`config.mk`:
```
export PLATFORM = sky130hd
export DESIGN_NAME = pixel_to_mono_rotate_top
export DESIGN_NICKNAME = d
export VERILOG_FILES = /design/src/hdl/pmr_pkg.sv /design/src/hdl/pmr_mono.sv /design/src/hdl/pmr_coord.sv /design/src/hdl/pixel_to_mono_rotate_top.sv
export SDC_FILE = /design/constraint.sdc
export NUM_CORES = 1
export LEC_CHECK = 0
export BUFFER_PORTS_ARGS = -buffer_cell sky130_fd_sc_hd__buf_2
export CORE_ASPECT_RATIO = 1.4
export CORE_MARGIN = 1.5
export CORE_UTILIZATION = 62
export DETAILED_ROUTE_END_ITERATION = 12
export GPL_TIMING_DRIVEN = 0
export PLACE_DENSITY = 0.92
export SYNTH_ARGS = -nofsm -noshare
export SYNTH_HDL_FRONTEND = slang
export SYNTH_SLANG_ARGS = --single-unit
export TNS_END_PERCENT = 5
```
`constraint.sdc`:
```
create_clock -name aclk -period 8.4 [get_ports aclk]
set_clock_uncertainty 0.1 [all_clocks]
set_input_delay 0 -clock aclk [delete_from_list [all_inputs] [get_ports aclk]]
set_output_delay 0 -clock aclk [all_outputs]
set_load 0.02 [all_outputs]
```
`src/hdl/pmr_pkg.sv`:
```
package pmr_pkg;

    // Pixel formats, by the code written to the color format register
    typedef enum logic [1:0] {
        FMT_RGB565   = 2'd0,
        FMT_RGB888   = 2'd1,
        FMT_XRGB8888 = 2'd2,
        FMT_GRAY     = 2'd3
    } fmt_t;

    // Configuration register indexes
    localparam logic [2:0] REG_COLOR_FORMAT = 3'd0;
    localparam logic [2:0] REG_LANDSCAPE    = 3'd1;
    localparam logic [2:0] REG_AREA_LEFT    = 3'd2;
    localparam logic [2:0] REG_AREA_TOP     = 3'd3;
    localparam logic [2:0] REG_AREA_WIDTH   = 3'd4;
    localparam logic [2:0] REG_AREA_HEIGHT  = 3'd5;

    localparam int CFG_ADDR_W = 3;
    localparam int CFG_DATA_W = 9;

    localparam int PANEL_HEIGHT = 250;
    localparam logic [8:0] PANEL_LAST_ROW = 9'(PANEL_HEIGHT - 1);

    localparam logic [8:0] AREA_WIDTH_RST  = 9'd122;
    localparam logic [8:0] AREA_HEIGHT_RST = 9'd250;
    localparam logic [8:0] AREA_SIZE_MAX   = 9'd256;

    // Luma weights; brightness (sum / 100) >= 128 is the same as sum >= 12800
    localparam logic [4:0] LUMA_WR = 5'd30;
    localparam logic [5:0] LUMA_WG = 6'd59;
    localparam logic [3:0] LUMA_WB = 4'd11;
    localparam int LUMA_DIV   = 100;
    localparam int LUMA_LEVEL = 128;
    localparam logic [14:0] LUMA_THRESH_SUM = 15'(LUMA_LEVEL * LUMA_DIV);

    localparam int CH5_MAX = 31;
    localparam int CH6_MAX = 63;
    localparam int CH8_MAX = 255;

    localparam int S_TDATA_W = 32;
    localparam int M_TDATA_W = 24;

    typedef struct packed {
        logic [8:0] panel_x;
        logic [8:0] panel_y;
        logic       off_screen;
        logic       last_pixel;
    } coord_t;

    // Widen a 5-bit channel to 8 bits: c * 255 / 31, truncated
    function automatic logic [7:0] expand5(input logic [4:0] c);
        logic [7:0] v;
        v = '0;
        for (int i = 0; i <= CH5_MAX; i++) begin
            if (c == 5'(i)) begin
                v = 8'((i * CH8_MAX) / CH5_MAX);
            end
        end
        return v;
    endfunction

    // Widen a 6-bit channel to 8 bits: c * 255 / 63, truncated
    function automatic logic [7:0] expand6(input logic [5:0] c);
        logic [7:0] v;
        v = '0;
        for (int i = 0; i <= CH6_MAX; i++) begin
            if (c == 6'(i)) begin
                v = 8'((i * CH8_MAX) / CH6_MAX);
            end
        end
        return v;
    endfunction

endpackage

```
`src/hdl/pmr_mono.sv`:
```
module pmr_mono
    import pmr_pkg::*;
(
    input  logic [31:0] pixel_word,
    input  fmt_t        color_format,
    output logic        mono_bit
);

    logic [7:0]  r;
    logic [7:0]  g;
    logic [7:0]  b;
    logic [14:0] luma_sum;

    always_comb begin
        unique case (color_format)
            FMT_RGB565: begin
                r = expand5(pixel_word[15:11]);
                g = expand6(pixel_word[10:5]);
                b = expand5(pixel_word[4:0]);
            end
            FMT_RGB888: begin
                r = pixel_word[7:0];
                g = pixel_word[15:8];
                b = pixel_word[23:16];
            end
            FMT_XRGB8888: begin
                r = pixel_word[15:8];
                g = pixel_word[23:16];
                b = pixel_word[31:24];
            end
            FMT_GRAY: begin
                r = pixel_word[7:0];
                g = pixel_word[7:0];
                b = pixel_word[7:0];
            end
        endcase
    end

    assign luma_sum = 15'(r * LUMA_WR) + 15'(g * LUMA_WG) + 15'(b * LUMA_WB);
    assign mono_bit = (luma_sum >= LUMA_THRESH_SUM);

endmodule

```
`src/hdl/pmr_coord.sv`:
```
module pmr_coord
    import pmr_pkg::*;
(
    input  logic       aclk,
    input  logic       aresetn,
    input  logic       advance,
    input  logic       landscape,
    input  logic [7:0] area_left,
    input  logic [7:0] area_top,
    input  logic [8:0] area_width,
    input  logic [8:0] area_height,
    output coord_t     coord
);

    logic [7:0] column_count_reg;
    logic [7:0] column_count_next;
    logic [7:0] row_count_reg;
    logic [7:0] row_count_next;

    logic [8:0] width_eff;
    logic [8:0] height_eff;
    logic [7:0] last_col;
    logic [7:0] last_row;
    logic       col_end;
    logic       row_end;
    logic [8:0] col_sum;
    logic [8:0] row_sum;

    // Clamp sizes to 1..256
    always_comb begin
        priority if (area_width == '0) begin
            width_eff = 9'd1;
        end else if (area_width > AREA_SIZE_MAX) begin
            width_eff = AREA_SIZE_MAX;
        end else begin
            width_eff = area_width;
        end
        priority if (area_height == '0) begin
            height_eff = 9'd1;
        end else if (area_height > AREA_SIZE_MAX) begin
            height_eff = AREA_SIZE_MAX;
        end else begin
            height_eff = area_height;
        end
    end

    assign last_col = 8'(width_eff - 9'd1);
    assign last_row = 8'(height_eff - 9'd1);
    assign col_end  = (column_count_reg >= last_col);
    assign row_end  = (row_count_reg >= last_row);
    assign col_sum  = {1'b0, area_left} + {1'b0, column_count_reg};
    assign row_sum  = {1'b0, area_top} + {1'b0, row_count_reg};

    always_comb begin
        coord.last_pixel = col_end && row_end;
        if (landscape) begin
            coord.panel_x = row_sum;
            // rotated row goes negative once the column passes the last panel row
            if (col_sum > PANEL_LAST_ROW) begin
                coord.off_screen = 1'b1;
                coord.panel_y    = '0;
            end else begin
                coord.off_screen = 1'b0;
                coord.panel_y    = PANEL_LAST_ROW - col_sum;
            end
        end else begin
            coord.panel_x    = col_sum;
            coord.panel_y    = row_sum;
            coord.off_screen = 1'b0;
        end
    end

    always_comb begin
        column_count_next = column_count_reg;
        row_count_next    = row_count_reg;
        if (advance) begin
            if (col_end) begin
                column_count_next = '0;
                row_count_next    = row_end ? '0 : row_count_reg + 8'd1;
            end else begin
                column_count_next = column_count_reg + 8'd1;
            end
        end
    end

    always_ff @(posedge aclk) begin
        if (!aresetn) begin
            column_count_reg <= '0;
            row_count_reg    <= '0;
        end else begin
            column_count_reg <= column_count_next;
            row_count_reg    <= row_count_next;
        end
    end

endmodule

```
`src/hdl/pixel_to_mono_rotate_top.sv`:
```
// Pixel stream to monochrome panel pixels.
//
// Input: one 32-bit pixel word per transfer on s_axis, in raster order over
// the configured rectangle (columns first, then rows). Output: one transfer
// on m_axis per pixel with panel coordinates, the black/white bit, an
// off-screen flag in tuser and tlast on the final pixel of the rectangle.
// Configuration goes through cfg_we/cfg_addr/cfg_wdata and must be written
// while no pixels are in flight, not enforced; unused indexes are ignored.
//
// Throughput is one pixel per clock while m_axis_tready stays high. An input
// transfer reaches m_axis through an input stage, which holds the word and
// the coordinates taken from the column/row counters, and the output register,
// which the color decode and luma compare fill.
// A stall on m_axis_tready holds the output register; the input stage still
// takes a pixel if it is empty, after which s_axis_tready drops until the output
// drains. Reset empties both stages, zeroes the counters and loads the
// register defaults (rgb565, portrait, origin 0/0, 122 x 250).
module pixel_to_mono_rotate_top
    import pmr_pkg::*;
(
    input  logic                  aclk,
    input  logic                  aresetn,

    input  logic                  cfg_we,
    input  logic [CFG_ADDR_W-1:0] cfg_addr,
    input  logic [CFG_DATA_W-1:0] cfg_wdata,

    input  logic                  s_axis_tvalid,
    output logic                  s_axis_tready,
    input  logic [S_TDATA_W-1:0]  s_axis_tdata,  // [31:0] pixel_word

    output logic                  m_axis_tvalid,
    input  logic                  m_axis_tready,
    output logic [M_TDATA_W-1:0]  m_axis_tdata,  // [8:0] panel_x, [17:9] panel_y,
                                                 // [18] mono_bit, [23:19] zero
    output logic                  m_axis_tuser,  // [0] off_screen
    output logic                  m_axis_tlast   // last_pixel
);

    fmt_t       color_format_reg;
    logic       landscape_reg;
    logic [7:0] area_left_reg;
    logic [7:0] area_top_reg;
    logic [8:0] area_width_reg;
    logic [8:0] area_height_reg;

    logic        s1_valid_reg;
    logic [31:0] s1_word_reg;
    coord_t      s1_coord_reg;

    logic        m_valid_reg;
    coord_t      m_coord_reg;
    logic        m_mono_reg;

    logic   s_accept;
    logic   out_ready;
    logic   s1_advance;
    coord_t coord;
    logic   mono;

    always_ff @(posedge aclk) begin
        if (!aresetn) begin
            color_format_reg <= FMT_RGB565;
            landscape_reg    <= 1'b0;
            area_left_reg    <= '0;
            area_top_reg     <= '0;
            area_width_reg   <= AREA_WIDTH_RST;
            area_height_reg  <= AREA_HEIGHT_RST;
        end else if (cfg_we) begin
            unique case (cfg_addr)
                REG_COLOR_FORMAT: color_format_reg <= fmt_t'(cfg_wdata[1:0]);
                REG_LANDSCAPE:    landscape_reg    <= cfg_wdata[0];
                REG_AREA_LEFT:    area_left_reg    <= cfg_wdata[7:0];
                REG_AREA_TOP:     area_top_reg     <= cfg_wdata[7:0];
                REG_AREA_WIDTH:   area_width_reg   <= cfg_wdata;
                REG_AREA_HEIGHT:  area_height_reg  <= cfg_wdata;
                default: ;
            endcase
        end
    end

    assign out_ready     = !m_valid_reg || m_axis_tready;
    assign s1_advance    = s1_valid_reg && out_ready;
    assign s_axis_tready = !s1_valid_reg || out_ready;
    assign s_accept      = s_axis_tvalid && s_axis_tready;

    pmr_coord u_coord (
        .aclk        (aclk),
        .aresetn     (aresetn),
        .advance     (s_accept),
        .landscape   (landscape_reg),
        .area_left   (area_left_reg),
        .area_top    (area_top_reg),
        .area_width  (area_width_reg),
        .area_height (area_height_reg),
        .coord       (coord)
    );

    pmr_mono u_mono (
        .pixel_word   (s1_word_reg),
        .color_format (color_format_reg),
        .mono_bit     (mono)
    );

    always_ff @(posedge aclk) begin
        if (!aresetn) begin
            s1_valid_reg <= 1'b0;
            m_valid_reg  <= 1'b0;
        end else begin
            if (s_axis_tready) begin
                s1_valid_reg <= s_axis_tvalid;
            end
            if (out_ready) begin
                m_valid_reg <= s1_valid_reg;
            end
        end
    end

    always_ff @(posedge aclk) begin
        if (s_accept) begin
            s1_word_reg  <= s_axis_tdata;
            s1_coord_reg <= coord;
        end
        if (s1_advance) begin
            m_coord_reg <= s1_coord_reg;
            m_mono_reg  <= mono;
        end
    end

    assign m_axis_tvalid = m_valid_reg;
    assign m_axis_tdata  = {5'd0, m_mono_reg, m_coord_reg.panel_y, m_coord_reg.panel_x};
    assign m_axis_tuser  = m_coord_reg.off_screen;
    assign m_axis_tlast  = m_coord_reg.last_pixel;

    a_reset_empties: assert property (@(posedge aclk)
        !aresetn |=> !s1_valid_reg && !m_valid_reg)
        else $error("pipeline not empty after reset");

    a_no_overwrite: assert property (@(posedge aclk) disable iff (!aresetn)
        m_valid_reg && !m_axis_tready && s1_valid_reg |-> !s_axis_tready)
        else $error("input taken while both stages are full and stalled");

    a_stage_moves: assert property (@(posedge aclk) disable iff (!aresetn)
        s1_valid_reg && out_ready |=> m_valid_reg)
        else $error("pixel lost between input stage and output register");

    a_off_row_zero: assert property (@(posedge aclk) disable iff (!aresetn)
        m_valid_reg && m_coord_reg.off_screen |-> m_coord_reg.panel_y == '0)
        else $error("off-screen pixel with nonzero row");

endmodule

```
-- Yosys cells after proc, flatten, opt, wreduce, memory -nomap -nowiden
Index checks and enable logic that the tools add are counted.
- register bits after elaboration: 128
- output and inout port bits: 28
- logic and storage cells: 326
- add/subtract/negate cells: 9
- multipliers: 3
- magnitude comparators: 6
- eq/ne operators: 133
- mux-type cells: 136
- reduce and logical (&&, ||, !) cells: 19
- operators by type and width (operator ; number):
    $mux W8 ; 70
    $mux W7 ; 32
    $eq A6 B6 Y1 const B ; 32
    $eq A5 B5 Y1 const B ; 32
    $eq A6 B5 Y1 const B ; 16
    $mux W6 ; 16
    $eq A5 B4 Y1 const B ; 16
    $pmux W8 S4 ; 2
    $eq A6 B4 Y1 const B ; 8
    $eq A5 B3 Y1 const B ; 8
    $mux W5 ; 8
    $eq A6 B3 Y1 const B ; 4
    $mul A8 B4 Y12 const B ; 2
    $pmux W8 S3 ; 1
    $eq A5 B2 Y1 const B ; 4
    $mux W19 ; 1
    $add A8 B8 Y9 ; 2
    $gt A9 B9 Y1 const B ; 2
    $logic_not A9 Y1 ; 2
    $add A8 B1 Y8 const B ; 2
    $ge A8 B8 Y1 ; 2
    $mux W4 ; 4
    $sub A8 B1 Y8 const B ; 2
    $add A13 B14 Y15 ; 1
    other kinds (22) ; 37

-- Depth between registers and ports, before layout
- word-level depth: 69
- mapped depth: 32
- depth with buffers taken out: 31

-- Cells and area by module
From an unflattened synthesis, not the netlist that was laid out.
- cell total of the unflattened synthesis: 916
- area total of the unflattened synthesis: 9892.0 um^2
- by module, submodules not included (module ; times used ; cells an instance ; area each (um^2) ; sequential area each (um^2)):
    pixel_to_mono_rotate_top ; 1 ; 233 ; 3823.7 ; 2972.9
    pmr_mono ; 1 ; 375 ; 3626.0 ; 0.0
    pmr_coord ; 1 ; 308 ; 2442.3 ; 320.3

-- Least setup slack after synthesis
No wires, ideal clock.
- kind: register -> register
- start point: register color_format_reg[1]
- end point: register m_mono_reg (data pin)
- library setup time: 0.169 ns
- arrival: 6.505 ns
- path slack: 1.626 ns
- cell stages (with the launch flop): 28
- cell sequence: dfxtp_1 > buf_2 > clkbuf_1 > a21oi_1 > o21ai_0 > inv_1 > fa_1 > fa_1 > inv_1 > ha_1 > a21o_1 > a21oi_1 > nor2b_1 > o21a_1 > nor4_1 > nor2_1 > xor2_1 > ha_1 > fa_1 > fa_1 > ha_1 > a21o_2 > or2b_2 > nand4b_1 > mux2i_1 > a31oi_1 > mux2i_1 > o31ai_1
- cells in the longest elaborated chain, start to end: 7
- elaborated cells on any way between the ends: 14
- those cells by class: add/sub: 2; mul: 3; order compare: 1; eq/ne: 3; mux: 3; reduce/logical: 2
- RTL lines (item ; RTL line ; text):
    start, declared ; pixel_to_mono_rotate_top.sv:40 ; fmt_t color_format_reg;
    start signal, assigned ; pixel_to_mono_rotate_top.sv:71 ; REG_COLOR_FORMAT: color_format_reg <= fmt_t'(cfg_wdata[1:0]);
    $eq A2 B1 Y1 / $eq A2 B2 Y1 (equally long branches) ; pmr_mono.sv:15 ; unique case (color_format)
    $reduce_or A2 Y1 (no source line) ; n/a ;
    $pmux W8 S3 ; pmr_mono.sv:15 ;
    $mul A8 B4 Y12 ; pmr_mono.sv:39 ; assign luma_sum = 15'(r * LUMA_WR) + 15'(g * LUMA_WG) + 15'(b * LUMA_WB);
    $add A13 B14 Y15 ; pmr_mono.sv:39 ;
    $add A15 B12 Y15 * ; pmr_mono.sv:39 ;
    $ge A15 B14 Y1 * ; pmr_mono.sv:40 ; assign mono_bit = (luma_sum >= LUMA_THRESH_SUM);
    net mono ; pixel_to_mono_rotate_top.sv:59 ; logic mono;
    end signal, assigned ; pixel_to_mono_rotate_top.sv:126 ; m_mono_reg <= mono;
    end, declared ; pixel_to_mono_rotate_top.sv:53 ; logic m_mono_reg;
Mark *: on every way through the listed nets, which the timed path passes. The rest lies on a longest branch.
A chain may end at the register's enable or synchronous reset.

-- Final worst setup path
- start point: register s1_word_reg[12]
- end point: register m_mono_reg (data pin)
- cells in the longest elaborated chain, start to end: 37
- elaborated cells on any way between the ends: 69
- those cells by class: add/sub: 2; mul: 2; order compare: 1; eq/ne: 31; mux: 33
- RTL lines (item ; RTL line ; text):
    start, declared ; pixel_to_mono_rotate_top.sv:48 ; logic [31:0] s1_word_reg;
    start signal, assigned ; pixel_to_mono_rotate_top.sv:121 ; s1_word_reg <= s_axis_tdata;
    $eq A5 B1 Y1 ; pmr_pkg.sv:56 ; if (c == 5'(i)) begin
    $mux W4 ; pmr_pkg.sv:56 ;
    $mux W5 (2 in series) ; pmr_pkg.sv:56 ;
    $mux W6 (4 in series) ; pmr_pkg.sv:56 ;
    $mux W7 (8 in series) ; pmr_pkg.sv:56 ;
    $mux W8 (16 in series) ; pmr_pkg.sv:56 ;
    $pmux W8 S3 ; pmr_mono.sv:15 ;
    $mul A8 B4 Y12 ; pmr_mono.sv:39 ;
    $add A13 B14 Y15 * ; pmr_mono.sv:39 ;
    $add A15 B12 Y15 * ; pmr_mono.sv:39 ;
    $ge A15 B14 Y1 * ; pmr_mono.sv:40 ;
    net mono ; pixel_to_mono_rotate_top.sv:59 ;
Marks and branches as above.

==> flow_metrics.env <==
export IMPL_drv_cap=0
export IMPL_hold_path_class="in -> reg"
export IMPL_clkTransAtPathRegs_ns=0.06
export IMPL_ys_flop_type="edfxtp_1"
export IMPL_worstMarginPinSlew_ns=1.14
export IMPL_clock_path_buffers=2
export IMPL_root_buffer="clkbuf_16"
export IMPL_first_pass_iters=7
export IMPL_yosys_area_share_adder=0.267
export IMPL_grt_usage=0.340
export IMPL_path_common_cell="fa_1"
export IMPL_synthToLayoutAreaGrowth_pct=17.3
export IMPL_largest_register_ffs=32
export IMPL_path_cells="nor2b_1 > nor3b_1 > nor3_1 > a21oi_1 > nor2_1 > a21oi_1 > mux2_2 > inv_1 > fa_1 > fa_1 > fa_1 > xor2_1 > fa_1 > fa_1 > fa_1 > inv_1 > ha_1 > a211oi_1 > o21bai_1 > a211oi_1 > o31ai_1 > xnor2_1 > o31ai_1"
export IMPL_num_vias=7927
export IMPL_synth_cell_type_count=63
export IMPL_synth_edff_count=73
export IMPL_power_mw=3.94
export IMPL_p_per_area_mw_per_mm2=348
export IMPL_crit_cells=23
export IMPL_pre_cts_ws_ns=0.334
export IMPL_critPathBufInv=2
export IMPL_fp_dieW_microns=108
export IMPL_finalHoldViolCount=0
export IMPL_die_h_microns=151
export IMPL_p_switching_mw=1.73
export IMPL_clkPwrFrac=0.182
export IMPL_critPathMaxFanout=6
export IMPL_drcViolationCount=0
export IMPL_postSynthCellCount=931
export IMPL_pin_count=77
export IMPL_cts_setup_buffers=0
export IMPL_antenna_found_initial=1
export IMPL_async_reset_ff_frac=0
export IMPL_syn_area_sq_mm=0.00964
export IMPL_vdd_ir_drop_worst_mv=0.952
export IMPL_grt_pass1_wl_microns=41500
export IMPL_worstSetupStartpointType="register"
export IMPL_fmax_ghz=0.125
export IMPL_multi_input_area_sq_mm=0.00583
export IMPL_grt_pass1_vias=8375
export IMPL_slowest_stage="a211oi_1"
export IMPL_cp_required_ns=8.49
export IMPL_period_share=0.953
export IMPL_via_per_inst=6.21
export IMPL_layout_common_cells="106 x inv_1, 100 x ha_1, 87 x nand2_1"
export IMPL_postRouteWirelength_microns=26500
export IMPL_grt_overflow=0
export IMPL_yosys_area_share_simple=0.131
export IMPL_yosysSeqAreaShare=0.342
export IMPL_cts_htree_levels=4
export IMPL_status="finished, final reports clean"
export IMPL_portBuffers=69
export IMPL_initial_core_util=0.638
export IMPL_clk_latency_ns=0.44
export IMPL_place_hpwl_microns=17900
export IMPL_routabilityCongestion=0.899
export IMPL_grt_max_degree=35
export IMPL_synthMuxAreaShare=0.0563
export IMPL_period_minus_slack_ns=8.01
export IMPL_holdWs_ns=0.0280
export IMPL_synth_xor_area_frac=0.0363
export IMPL_synth_compound_area_frac=0.111
export IMPL_arrival_ns=8.09
export IMPL_layout_commonest_cell="inv_1"
export IMPL_slew_headroom=0.235
export IMPL_cts_tree="done"
export IMPL_synth_top_family_by_area="adder cells"
export IMPL_yosys_register_bits=128
export IMPL_die_area_sq_mm=0.0163
export IMPL_max_stage_delay_ns=0.91
export IMPL_rsz0062_at_grt="false"
export IMPL_hold_depth=4
export IMPL_end_kind="register"
export IMPL_core_area_sq_mm=0.0151
export IMPL_cts_sinks=128
export IMPL_p_leak_nw=4.94
export IMPL_fin_tns_setup_ns=0
export IMPL_regArea_sq_mm=0.00329
export IMPL_reg2regPathDepth=23
export IMPL_synth_area_per_cell_sq_um=10.4
export IMPL_nets=1285
export IMPL_cpLargestDelayFamily="adder cells"
export IMPL_rows=53
export IMPL_layout_drive_gt1_share=0.136
export IMPL_avgRoutedWirePerCell_microns=20.8
export IMPL_fin_ws_ns=0.394
export IMPL_p_comb_frac=0.634
export IMPL_internal_power_mw=2.21
export IMPL_drt_iter0_markers=558
export IMPL_yosysWarnings=0
export IMPL_seqPwrFrac=0.185
export IMPL_slew_viol_final=0
export IMPL_antenna_left=0
export IMPL_switching_share=0.438
export IMPL_path_class="reg -> reg"
export IMPL_setup_viol=0
export IMPL_fillerInstances=931
export IMPL_numCtsBuffers=17
[power groups by stage]
stage               Clock (mW)  Combinational [mW]  Sequential (mW)
floorplan                    0                1.85            0.735
finish                   0.715                2.49            0.727
global route             0.743                2.79            0.728
global placement             0                2.23            0.736
CTS                      0.700                2.42            0.724
detailed placement           0                2.38            0.737
[layout make-up]
class                   count  share of cell area
well taps                 192              0.0212
flip-flops and latches    128               0.291
inverters                 107              0.0355
diodes                      1            0.000221
plain buffers              28              0.0125
multi-input cells         671               0.515
clock buffers              18              0.0379
repair buffers            117              0.0743
clock inverters            14              0.0117
[per-layer routing]
metal / global-route usage / wire length, microns
met1: 0.340 / 8560
met2: 0.601 / 14000
met3: 0.0857 / 1990
met4: 0.251 / 1950
met5: 0 / 0
[metrics by stage]
step	cell area [sq um]	std cells	utilization
after floorplan	9660	935	-
after global placement	10200	1196	0.678
after detailed placement	10300	1198	0.680
after CTS	11300	1276	0.748
after global routing	11300	1276	0.748
final	11300	1276	0.748
[kinds of logic (layout without fill, tap and decap cells)]
logic type | after synthesis | after routing
AOI/OAI and AO/OA | 163 | 163
adders and majority gates | 166 | 166
buffers and inverters | 136 | 284
xor gates and xnor gates | 40 | 40
muxes | 37 | 37
and+or+nand+nor | 260 | 260
DFF | 128 | 128
other | 1 | 6
[Yosys cell counts (all sizes together) (12+ instances only)]
cell type / instances / area share
nor3: 19 / 0.010
a21boi: 17 / 0.013
nor2b: 24 / 0.016
o21ai: 34 / 0.018
inv: 107 / 0.042
buf: 13 / 0.0087
clkbuf: 16 / 0.0062
a21o: 16 / 0.013
a21oi: 38 / 0.020
mux2i: 16 / 0.017
mux4: 13 / 0.030
xor2: 12 / 0.011
nand3: 27 / 0.015
ha: 100 / 0.13
fa: 66 / 0.14
dfxtp: 55 / 0.11
nand2: 87 / 0.034
edfxtp: 73 / 0.23
nand2b: 14 / 0.0091
xnor2: 28 / 0.025
nor2: 54 / 0.021
[worst register-to-register path: stages (launching register included)]
cell	delay (ns)
edfxtp_1	0.51
nor2b_1	0.23
nor3b_1	0.23
nor3_1	0.07
a21oi_1	0.14
nor2_1	0.08
a21oi_1	0.23
mux2_2	0.26
inv_1	0.07
fa_1	0.49
fa_1	0.53
fa_1	0.43
xor2_1	0.28
fa_1	0.60
fa_1	0.55
fa_1	0.51
inv_1	0.05
ha_1	0.25
a211oi_1	0.91
o21bai_1	0.17
a211oi_1	0.35
o31ai_1	0.17
xnor2_1	0.16
o31ai_1	0.40
[worst paths after layout]
check,start,to,slack [ns]
worst max-delay path,s1_word_reg[12],m_mono_reg,0.39
worst min-delay path,cfg_we,landscape_reg,0.03
worst max register to register,s1_word_reg[12],m_mono_reg,0.39
worst min register to register,s1_coord_reg[19],m_axis_tdata[8],0.32
[repair_timing]
action | in CTS | in global routing
resized for setup | 0 | 3
hold buffers | 46 | 0
setup endpoints to repair | 0 | 1
endpoints found under the hold margin | 83 | 0
Power figures use the tool's default switching activity.
